===== src/design/thermal_false_color_mapper_core_assert.svh =====
// Assertion macros shared by the thermal false-color mapper RTL.
// Included by the modules that carry concurrent checks; no other dependencies.
`ifndef THERMAL_FALSE_COLOR_MAPPER_CORE_ASSERT_SVH
`define THERMAL_FALSE_COLOR_MAPPER_CORE_ASSERT_SVH

// Same-cycle implication, disabled while reset is asserted.
`define TFCM_ASSERT_IMPL(lbl, clk, rst_n, ante, cons) \
    lbl: assert property (@(posedge clk) disable iff (!rst_n) (ante) |-> (cons)) \
        else $error("assertion failed");

// Next-cycle implication, disabled while reset is asserted.
`define TFCM_ASSERT_NEXT(lbl, clk, rst_n, ante, cons) \
    lbl: assert property (@(posedge clk) disable iff (!rst_n) (ante) |=> (cons)) \
        else $error("assertion failed");

`endif


===== src/design/tfcm_pkg.sv =====
// Shared types and constants of the thermal false-color mapper.
// No dependencies; imported by tfcm_colorize and the top level.
`default_nettype none

package tfcm_pkg;

    // Field widths.
    localparam int TEMP_W  = 16;
    localparam int SCALE_W = 24;
    localparam int POS_W   = 16;
    localparam int OFS_W   = 14;
    localparam int CHAN_W  = 8;
    localparam int CFG_IDX_W = 2;

    // Register reset values: span of -20.00 C to 300.00 C.
    localparam logic signed [TEMP_W-1:0] LOW_TEMP_RST = -16'sd2000;
    localparam logic [SCALE_W-1:0]       SCALE_RST    = 24'd134218;

    // Register indexes of the configuration port.
    typedef enum logic [CFG_IDX_W-1:0] {
        CFG_LOW_TEMP = 2'd0,
        CFG_SCALE    = 2'd1
    } t_cfg_idx;

    // Palette segment starts along the Q0.16 position.
    localparam logic [POS_W-1:0] SEG1_START = 16'd10945;
    localparam logic [POS_W-1:0] SEG2_START = 16'd21823;
    localparam logic [POS_W-1:0] SEG3_START = 16'd32768;
    localparam logic [POS_W-1:0] SEG4_START = 16'd43713;
    localparam logic [POS_W-1:0] SEG5_START = 16'd54591;

    // Ramp gain: 255 steps across one segment, Q0.16.
    localparam logic [10:0] RAMP_GAIN = 11'd1527;

    // Palette segments, cold to hot.
    typedef enum logic [2:0] {
        SEG_BLUE_UP   = 3'd0,
        SEG_GREEN_UP  = 3'd1,
        SEG_BLUE_DN   = 3'd2,
        SEG_RED_UP    = 3'd3,
        SEG_GREEN_DN  = 3'd4,
        SEG_WHITE_UP  = 3'd5
    } t_seg;

endpackage

`default_nettype wire


===== src/design/tfcm_colorize.sv =====
// Palette back end: segment select, ramp multiply and channel mapping.
// Depends on tfcm_pkg and the assertion macro header.
`default_nettype none

module tfcm_colorize (
    input  wire logic                         i_clk,
    input  wire logic                         i_rst_n,
    input  wire logic                         i_valid,
    input  wire logic [tfcm_pkg::POS_W-1:0]   i_pos,
    output logic                              o_valid,
    output logic [tfcm_pkg::CHAN_W-1:0]       o_red,
    output logic [tfcm_pkg::CHAN_W-1:0]       o_green,
    output logic [tfcm_pkg::CHAN_W-1:0]       o_blue
);
    import tfcm_pkg::*;

    `include "thermal_false_color_mapper_core_assert.svh"

    // Stage A: segment and offset within it.
    logic                 r_a_valid;
    t_seg                 r_a_seg;
    logic [OFS_W-1:0]     r_a_ofs;
    t_seg                 n_a_seg;
    logic [POS_W-1:0]     n_a_start;
    logic [POS_W-1:0]     n_a_diff;

    always_comb begin
        if (i_pos < SEG1_START) begin
            n_a_seg = SEG_BLUE_UP;  n_a_start = '0;
        end else if (i_pos < SEG2_START) begin
            n_a_seg = SEG_GREEN_UP; n_a_start = SEG1_START;
        end else if (i_pos < SEG3_START) begin
            n_a_seg = SEG_BLUE_DN;  n_a_start = SEG2_START;
        end else if (i_pos < SEG4_START) begin
            n_a_seg = SEG_RED_UP;   n_a_start = SEG3_START;
        end else if (i_pos < SEG5_START) begin
            n_a_seg = SEG_GREEN_DN; n_a_start = SEG4_START;
        end else begin
            n_a_seg = SEG_WHITE_UP; n_a_start = SEG5_START;
        end
        n_a_diff = i_pos - n_a_start;
    end

    always_ff @(posedge i_clk) begin
        if (!i_rst_n) begin
            r_a_valid <= 1'b0;
        end else begin
            r_a_valid <= i_valid;
        end
        r_a_seg <= n_a_seg;
        r_a_ofs <= n_a_diff[OFS_W-1:0];
    end

    // Stage B: ramp value, clamped to a full byte.
    localparam int PROD_W = OFS_W + 11;
    logic                 r_b_valid;
    t_seg                 r_b_seg;
    logic [CHAN_W-1:0]    r_b_ramp;
    logic [PROD_W-1:0]    n_b_prod;
    logic [CHAN_W-1:0]    n_b_ramp;

    always_comb begin
        n_b_prod = PROD_W'(r_a_ofs) * PROD_W'(RAMP_GAIN);
        n_b_ramp = n_b_prod[PROD_W-1] ? {CHAN_W{1'b1}} : n_b_prod[23:16];
    end

    always_ff @(posedge i_clk) begin
        if (!i_rst_n) begin
            r_b_valid <= 1'b0;
        end else begin
            r_b_valid <= r_a_valid;
        end
        r_b_seg  <= r_a_seg;
        r_b_ramp <= n_b_ramp;
    end

    // Stage C: channel mapping into the output registers.
    logic [CHAN_W-1:0] n_red, n_green, n_blue;
    logic [CHAN_W-1:0] w_fall;
    localparam logic [CHAN_W-1:0] FULL = {CHAN_W{1'b1}};

    always_comb begin
        w_fall  = FULL - r_b_ramp;
        n_red   = '0;
        n_green = '0;
        n_blue  = '0;
        case (r_b_seg)
            SEG_BLUE_UP: begin
                n_blue = r_b_ramp;
            end
            SEG_GREEN_UP: begin
                n_green = r_b_ramp; n_blue = FULL;
            end
            SEG_BLUE_DN: begin
                n_green = FULL; n_blue = w_fall;
            end
            SEG_RED_UP: begin
                n_red = r_b_ramp; n_green = FULL;
            end
            SEG_GREEN_DN: begin
                n_red = FULL; n_green = w_fall;
            end
            SEG_WHITE_UP: begin
                n_red = FULL; n_green = r_b_ramp; n_blue = r_b_ramp;
            end
            default: begin
                n_red = '0;
            end
        endcase
    end

    always_ff @(posedge i_clk) begin
        if (!i_rst_n) begin
            o_valid <= 1'b0;
        end else begin
            o_valid <= r_b_valid;
        end
        o_red   <= n_red;
        o_green <= n_green;
        o_blue  <= n_blue;
    end

    // Checks: valid moves stage to stage; offsets stay inside one segment.
    `TFCM_ASSERT_NEXT(a_stage_a_to_b, i_clk, i_rst_n, r_a_valid, r_b_valid)
    `TFCM_ASSERT_NEXT(a_stage_b_to_out, i_clk, i_rst_n, r_b_valid, o_valid)
    `TFCM_ASSERT_IMPL(a_ofs_in_segment, i_clk, i_rst_n, r_a_valid,
                      r_a_ofs <= OFS_W'(10944) || r_a_seg == SEG_BLUE_UP || r_a_seg == SEG_RED_UP)

endmodule

`default_nettype wire


===== src/design/thermal_false_color_mapper_core.sv =====
// Thermal false-color mapper: one sample per clock. o_busy stays low, so a new request
// may enter at every edge. Five register stages: difference, scale multiply with
// clamp, segment select, ramp multiply, channel map.
// Synchronous active-low reset clears the stage valid bits and loads the registers
// with the span -20.00 C to 300.00 C.
`default_nettype none

module thermal_false_color_mapper_core (
    input  wire logic                              i_clk,
    input  wire logic                              i_rst_n,
    input  wire logic                              i_start,
    output logic                                   o_busy,
    input  wire logic signed [tfcm_pkg::TEMP_W-1:0] i_temperature,
    output logic                                   o_valid,
    output logic [tfcm_pkg::CHAN_W-1:0]            o_red,
    output logic [tfcm_pkg::CHAN_W-1:0]            o_green,
    output logic [tfcm_pkg::CHAN_W-1:0]            o_blue,
    input  wire logic                              i_cfg_valid,
    output logic                                   o_cfg_ready,
    input  wire logic [tfcm_pkg::CFG_IDX_W-1:0]    i_cfg_index,
    input  wire logic [tfcm_pkg::SCALE_W-1:0]      i_cfg_data
);
    import tfcm_pkg::*;

    `include "thermal_false_color_mapper_core_assert.svh"

    // The pipeline never stalls.
    assign o_busy      = 1'b0;
    assign o_cfg_ready = 1'b1;

    // Configuration registers; unknown indexes are ignored.
    logic signed [TEMP_W-1:0] r_low_temp;
    logic [SCALE_W-1:0]       r_scale;
    logic                     w_cfg_wr;

    assign w_cfg_wr = i_cfg_valid && o_cfg_ready;

    always_ff @(posedge i_clk) begin
        if (!i_rst_n) begin
            r_low_temp <= LOW_TEMP_RST;
            r_scale    <= SCALE_RST;
        end else if (w_cfg_wr) begin
            case (i_cfg_index)
                CFG_LOW_TEMP: r_low_temp <= i_cfg_data[TEMP_W-1:0];
                CFG_SCALE:    r_scale    <= i_cfg_data;
                default:      r_scale    <= r_scale;
            endcase
        end
    end

    // Stage 1: signed difference from the cold end.
    logic                     r_s1_valid;
    logic signed [TEMP_W:0]   r_s1_diff;

    always_ff @(posedge i_clk) begin
        if (!i_rst_n) begin
            r_s1_valid <= 1'b0;
        end else begin
            r_s1_valid <= i_start && !o_busy;
        end
        r_s1_diff <= {i_temperature[TEMP_W-1], i_temperature}
                   - {r_low_temp[TEMP_W-1], r_low_temp};
    end

    // Stage 2: scale to a Q0.16 position and clamp at both ends.
    localparam int MUL_W = TEMP_W + SCALE_W;
    logic                 r_s2_valid;
    logic [POS_W-1:0]     r_s2_pos;
    logic [MUL_W-1:0]     n_s2_prod;
    logic [POS_W-1:0]     n_s2_pos;

    always_comb begin
        n_s2_prod = MUL_W'(r_s1_diff[TEMP_W-1:0]) * MUL_W'(r_scale);
        if (r_s1_diff[TEMP_W] || r_s1_diff == '0) begin
            n_s2_pos = '0;
        end else if (|n_s2_prod[MUL_W-1:POS_W+16]) begin
            n_s2_pos = {POS_W{1'b1}};
        end else begin
            n_s2_pos = n_s2_prod[POS_W+15:16];
        end
    end

    always_ff @(posedge i_clk) begin
        if (!i_rst_n) begin
            r_s2_valid <= 1'b0;
        end else begin
            r_s2_valid <= r_s1_valid;
        end
        r_s2_pos <= n_s2_pos;
    end

    // Stages 3 to 5: palette lookup.
    tfcm_colorize u_colorize (
        .i_clk   (i_clk),
        .i_rst_n (i_rst_n),
        .i_valid (r_s2_valid),
        .i_pos   (r_s2_pos),
        .o_valid (o_valid),
        .o_red   (o_red),
        .o_green (o_green),
        .o_blue  (o_blue)
    );

    // Checks: samples at or below the cold end map to position zero, requests
    // advance every cycle, and a low_temp write lands in its register.
    `TFCM_ASSERT_NEXT(a_cold_clamp, i_clk, i_rst_n,
                      r_s1_valid && (r_s1_diff[TEMP_W] || r_s1_diff == '0), r_s2_pos == '0)
    `TFCM_ASSERT_NEXT(a_s1_to_s2, i_clk, i_rst_n, r_s1_valid, r_s2_valid)
    `TFCM_ASSERT_NEXT(a_low_temp_write, i_clk, i_rst_n,
                      w_cfg_wr && i_cfg_index == CFG_LOW_TEMP,
                      r_low_temp == $past(i_cfg_data[TEMP_W-1:0]))

endmodule

`default_nettype wire

===== config.mk =====
export PLATFORM = sky130hd
export DESIGN_NAME = thermal_false_color_mapper_core
export DESIGN_NICKNAME = d
export VERILOG_FILES = /design/src/design/tfcm_pkg.sv /design/src/design/tfcm_colorize.sv /design/src/design/thermal_false_color_mapper_core.sv
export VERILOG_INCLUDE_DIRS = /design/src /design/src/design
export SDC_FILE = /design/constraint.sdc
export NUM_CORES = 1
export LEC_CHECK = 0
export BUFFER_PORTS_ARGS = -buffer_cell sky130_fd_sc_hd__buf_4
export CORE_MARGIN = 4
export CORE_UTILIZATION = 43
export DETAILED_ROUTE_END_ITERATION = 10
export GPL_TIMING_DRIVEN = 0
export PLACE_DENSITY_LB_ADDON = 0.15
export SETUP_SLACK_MARGIN = 0.2
export SLEW_MARGIN = 20
export SYNTH_ARGS = -nofsm -noshare
export SYNTH_HDL_FRONTEND = slang
export SYNTH_HIERARCHICAL = 1
export SYNTH_SLANG_ARGS = --single-unit

===== constraint.sdc =====
create_clock -name i_clk -period 12.05 [get_ports i_clk]
set_clock_uncertainty 0.15 [all_clocks]
set_input_delay 1.8075 -clock i_clk [delete_from_list [all_inputs] [get_ports i_clk]]
set_output_delay 1.8075 -clock i_clk [all_outputs]
set_load 0.005 [all_outputs]

==> results of run 1 <==
## worst max-delay path by stage
stage / from / endpoint / slack [ps] / cells after the start
global placement: r_scale[11] / r_s2_pos[8] / 3610 / 21
detailed placement: r_scale[11] / r_s2_pos[8] / 3580 / 22
finish: r_scale[10] / r_s2_pos[7] / 3660 / 22
CTS: r_scale[11] / r_s2_pos[8] / 3580 / 21
floorplan: r_s1_diff[1] / r_s2_pos[5] / 5470 / 25
global route: r_scale[11] / r_s2_pos[5] / 3350 / 22
## per-stage QoR
stage	hold slack [ps]	cell area [sq um]
after global routing	199	22900
after detailed placement	169	22200
after CTS	184	22900
after floorplan	160	20900
final	183	22900
after global placement	170	22200
## area by class of cell
| type | instances | area, sq um |
|---|---|---|
| Fill cell | 4660 | 25100 |
| Multi-Input combinational cell | 1592 | 16000 |
| Sequential cell | 130 | 2600 |
| Inverter | 525 | 1970 |
| Tap cell | 615 | 769 |
| Timing Repair Buffer | 70 | 526 |
| Clock buffer | 18 | 439 |
| Buffer | 84 | 330 |
| Clock inverter | 14 | 175 |
| Antenna cell | 1 | 2.50 |
## cell usage after synthesis, types with 4 or more instances
library cell  number  area, sq um
and2_1           186         1160
a211oi_1           8         60.1
nor2b_1           14         87.6
nand2_1          319         1200
nand4_1           11         68.8
xor2_1            14          123
or3_1              5         31.3
a31oi_1            7         43.8
clkbuf_1          81          304
nand2b_1          12         75.1
a21o_1            18          135
o211ai_1          12         90.1
nand3b_1           4         30.0
a41o_1             4         40.0
fa_1             385         7710
nor3_1            12         60.1
o22ai_1            9         56.3
xnor2_1           37          324
inv_1            525         1970
o21bai_1           8         60.1
nand3_1           30          150
ha_1             207         2590
nor4_1             4         25.0
dfxtp_1          130         2600
o21a_1            40          300
and3_1             7         43.8
o21ai_1            6         30.0
nor2_1            48          180
o21ai_0           40          200
a21boi_0          30          225
a21oi_1           48          240
## per-layer routing
layer | part of all wire, % | track usage [%] | wire length (microns) | vias up
li1 | - | - | - | 7290
met1 | 44 | 28.2 | 23200 | 7692
met2 | 48 | 33.6 | 24900 | 347
met3 | 5.4 | 4.20 | 2840 | 70
met4 | 2.7 | 6.43 | 1390 | 0
met5 | 0 | 0 | 0 | -
## logic make-up (layout without fill, tap and decap cells)
family	after synthesis	count (layout)	synth area share, %
AOI/OAI and AO/OA	262	262	8.74
and+or+nand+nor	681	681	16.3
muxes	4	4	0.257
other	2	3	0.0359
adders and majority gates	592	592	49.2
DFF	130	130	12.4
xor gates and xnor gates	51	51	2.13
buffers and inverters	609	711	11.0
## placed cells by master (no fill, tap or decap), drive strengths merged, types with 8 or more instances in the layout
cell    Yosys  final
inv       525    530
fa        385    385
nand2     321    321
ha        207    207
and2      188    188
dfxtp     130    130
clkbuf     81     99
buf         3     73
a21oi      50     50
nor2       48     48
o21ai      47     47
o21a       40     40
xnor2      37     37
a21boi     33     33
nand3      30     30
a21o       19     19
nor2b      14     14
xor2       14     14
o211ai     14     14
nor3       13     13
nand2b     12     12
nand4      11     11
o22ai       9      9
a211oi      8      8
o21bai      8      8
a31oi       8      8
## worst max-delay path, cell delays in order, from the launching register on
cell and delay, ps:
dfxtp_1 700, clkbuf_1 520, nand2_1 150, fa_1 520
fa_1 510, fa_1 510, inv_1 50, fa_1 490
fa_1 500, inv_1 60, fa_1 480, inv_1 50
ha_1 390, a211o_1 320, o31ai_1 600, a311oi_1 430
a21oi_1 510, nor2_1 130, or3_1 340, a22oi_2 170
o2111ai_4 240, buf_6 220, o21a_1 180
## registers in the layout, summed over array words and instances, names as in the netlist
signal	flops
r_low_temp	16
r_s1_diff	17
r_s1_valid	1
r_s2_pos	16
r_s2_valid	1
r_scale	24
u_colorize/o_blue	8
u_colorize/o_green	8
u_colorize/o_red	8
u_colorize/o_valid	1
u_colorize/r_a_ofs	14
u_colorize/r_a_seg	3
u_colorize/r_a_valid	1
u_colorize/r_b_ramp	8
u_colorize/r_b_seg	3
u_colorize/r_b_valid	1
==> flow_metrics.tcl, run 1 <==
set metrics [dict create \
    routed_wirelength_microns 52400 \
    grt_pass1_vias 16196 \
    ys_types 79 \
    reg2regPathDepth 22 \
    hold_path.class "reg -> reg" \
    cts_root_buffer "clkbuf_16" \
    drv_cap 0 \
    grt.overflow.total 0 \
    synth-async-reset-ratio_pct 0 \
    utilization_pct 47.7 \
    mappedNetlistArea_sq_mm 0.0209 \
    reg2reg_slack_ps 3660 \
    cts_setup_buffers 0 \
    layout-drive-gt1-share_pct 5.59 \
    first_iter_violations 788 \
    crit_path_start_kind "register" \
    synth_edf_count 0 \
    rows 80 \
    antenna_found_initial 1 \
    slew_headroom_pct 29.7 \
    rsz0062_at_grt "no" \
    cp_max_fo 10 \
    synth_ff_type "dfxtp_1" \
    grtUsageTotal_pct 20.7 \
    first_pass_iters 5 \
    fin_cells 3049 \
    cts-hold-fix-buffers 0 \
    cts_buffers 17 \
    finalHoldViolCount 0 \
    fin_nets 3058 \
    dp_hpwl_microns 44600 \
    gp_congestion 0.899 \
    crit_type "reg -> reg" \
    min_to "u_colorize/r_b_seg[1]" \
    required_ps 12250 \
    finalCritPeriodShare_pct 69.6 \
    rr_endpoint "r_s2_pos[7]" \
    syn_nets 2969 \
    hold_depth 0 \
    post-place-ws_ps 3580 \
    setup_slack_ps 3660 \
    drc 0 \
    setup_tns_ps 0 \
    min_from "u_colorize/r_a_seg[1]" \
    viasPerCell 5.05 \
    io_pins 73 \
    grt_pass1_wl_microns 85700 \
    clk_latency_ps 470 \
    grt_max_degree 17 \
    cts_buffer_depth 2 \
    dieArea_sq_mm 0.0523 \
    cts_resized 0 \
    worst_setup_path_end_kind "register" \
    cp.arrival_ps 8590 \
    numPlacedInstances 3016 \
    synthToLayoutAreaGrowth_pct 9.13 \
    ant_nets 0 \
    slew_viol_final 0 \
    clock.fmax_mhz 119 \
    start_util_pct 43.7 \
    core_area_sq_mm 0.0479 \
    cts_tree "done" \
    regToRegStartpoint "r_scale[10]" \
    avgSynthCellArea_sq_um 8.99 \
    setup_viol 0 \
    yosysWarnings 6 \
    ys_seq_elements 130 \
    worstMarginPinSlew_ps 1040 \
    synth_cells 2331 \
    cts_num_sinks 130 \
    die_w_microns 229 \
    die_h_microns 229 \
    htreeDepth 4 \
    status "completed" \
    path_clk_slew_ps 70 \
    avgRoutedWirePerCell_microns 17.2 \
    min_period_ps 8390 \
    num_vias 15399 \
    io_buffers 70 \
    yosysSeqAreaShare_pct 12.4 \
]
Power of run 1 is not shown: default switching activity piles up to over one toggle a cycle in this logic, so the estimate is an artifact.
==> run 2: changes to the inputs <==
- clock period: 12.05 -> 7.85 ns (I/O delays scaled with it)
==> run 2 against run 1 <==
Net effect: via count rose by 0.19%; worst hold slack is essentially flat; flip-flop and latch count is the same; critical endpoint unchanged; cell area is 0.83% higher; non-clock buffer count up 1.
==> flow_metrics.tcl, run 2 (synthesized netlist as in run 1, its figures left out) <==
set metrics [dict create \
    layout_commonest_cell "inv_1" \
    cp-endpoint "r_s2_pos[7]" \
    clock.fmax_mhz 135 \
    grt_pass1_wl_microns 85800 \
    crit_type "reg -> reg" \
    io_pins 73 \
    grtUsageTotal_pct 20.8 \
    slew_headroom_pct 28.7 \
    grtUsageMet3_pct 4.14 \
    synthToLayoutAreaGrowth_pct 10.0 \
    path_cells "buf_2, nand2_1, fa_1, fa_1, fa_1, inv_1, fa_1, fa_1, inv_1, fa_1, inv_1, ha_1, a211oi_4, o211ai_1, nand4_1, o211ai_2, o31ai_4, o21ai_2, or3_1, a22oi_2, o2111ai_4, buf_6, o21a_1" \
    crit_buf_inv 5 \
    htreeDepth 4 \
    drc 0 \
    clk_latency_ps 470 \
    num_vias 15428 \
    top_usage_layer "met2" \
    grt.overflow.total 0 \
    drv_cap 0 \
    cts-hold-fix-buffers 0 \
    required_ps 8050 \
    numPlacedInstances 3016 \
    cts_buffer_depth 2 \
    finalCritPeriodShare_pct 94.3 \
    grt_pass1_vias 16207 \
    dieArea_sq_mm 0.0523 \
    cts_num_sinks 130 \
    critPathSlowestCell "fa_1" \
    rr_endpoint "r_s2_pos[7]" \
    die_h_microns 229 \
    cts_buffers 17 \
    reg2regPathDepth 23 \
    fin_cells 3050 \
    first_iter_violations 682 \
    top_regs "r_scale (24), r_s1_diff (17)" \
    start_util_pct 43.7 \
    regToRegStartpoint "r_scale[12]" \
    final_cell_mix "525 x inv_1, 385 x fa_1, 319 x nand2_1, 206 x ha_1, 186 x and2_1" \
    cp.arrival_ps 7600 \
    rows 80 \
    worst_setup_path_end_kind "register" \
    min_period_ps 7400 \
    top_register "r_scale" \
    cp_top_family "adder cells" \
    rsz0062_at_grt "no" \
    worstMarginPinSlew_ps 1060 \
    setup_viol 0 \
    grt_max_degree 17 \
    cp_max_fo 10 \
    slew_viol_final 0 \
    dp_hpwl_microns 44600 \
    first_pass_iters 6 \
    cts_root_buffer "clkbuf_16" \
    finalHoldViolCount 0 \
    grtUsageMet2_pct 33.6 \
    fin_nets 3059 \
    worst-path-stages 23 \
    antenna_found_initial 0 \
    gp_congestion 0.899 \
    worstSetupStartpoint "r_scale[12]" \
    routed_wirelength_microns 52600 \
    avgRoutedWirePerCell_microns 17.2 \
    cts_tree "done" \
    ant_nets 0 \
    met1_usage_pct 28.2 \
    path_clk_slew_ps 70 \
    crit_path_start_kind "register" \
    layout-drive-gt1-share_pct 8.59 \
    status "completed" \
    crit_top_cell "fa_1" \
    max_stage_delay_ps 540 \
    die_w_microns 229 \
    core_area_sq_mm 0.0479 \
    hold_path.class "reg -> reg" \
    reg2reg_slack_ps 450 \
    largest_register_ffs 24 \
    io_buffers 70 \
    viasPerCell 5.06 \
]
## run 2: changes by cell type in the layout (fill, tap and decap cells not counted), sizes merged
cell | previous run | this run
buf | 73 | 82
clkbuf | 99 | 91
## run 2: how the worst min path moves through the flow
stage	start	to	slack (ps)	depth (start not counted)
after detailed placement	u_colorize/r_a_seg[1]	u_colorize/r_b_seg[1]	170	0
after global placement	u_colorize/r_a_seg[1]	u_colorize/r_b_seg[1]	170	0
after global routing	u_colorize/r_a_seg[0]	u_colorize/r_b_seg[0]	200	0
final	u_colorize/r_a_seg[1]	u_colorize/r_b_seg[1]	180	0
after CTS	u_colorize/r_a_seg[1]	u_colorize/r_b_seg[1]	180	0
after floorplan	u_colorize/r_a_seg[0]	u_colorize/r_b_seg[0]	160	0
## run 2: what timing repair did
item                       in CTS  in global routing
setup endpoints to repair      16                 16
resized for setup              32                104
buffers inserted                0                  1
pin swaps                       1                  3
## run 2: metrics by stage
| stage | TNS (ps) | util, % | cell area, sq um | setup WS (ps) | hold WS [ps] |
|---|---|---|---|---|---|
| final | 0 | 48.1 | 23000 | 445 | 183 |
| after global placement | -8360 | 46.4 | 22200 | -590 | 170 |
| after CTS | 0 | 47.8 | 22900 | 206 | 184 |
| after global routing | 0 | 48.1 | 23000 | 210 | 199 |
| after floorplan | 0 | - | 20900 | 1270 | 160 |
| after detailed placement | -8910 | 46.4 | 22200 | -622 | 169 |
## run 2: area by class of cell
class                           count  area [sq um]
Antenna cell                        1          2.50
Clock buffer                       18           439
Timing Repair Buffer               71           533
Multi-Input combinational cell   1592         16100
Sequential cell                   130          2630
Buffer                             84           420
Clock inverter                     14           175
Inverter                          525          1970
Fill cell                        4653         24900
Tap cell                          615           769
## run 2: routing by layer
metal	vias to the layer above	routed length (microns)
met4	0	1430
li1	7297	-
met2	345	25000
met1	7718	23400
met3	68	2730
met5	-	0
Power of run 2 is left out for the same reason.
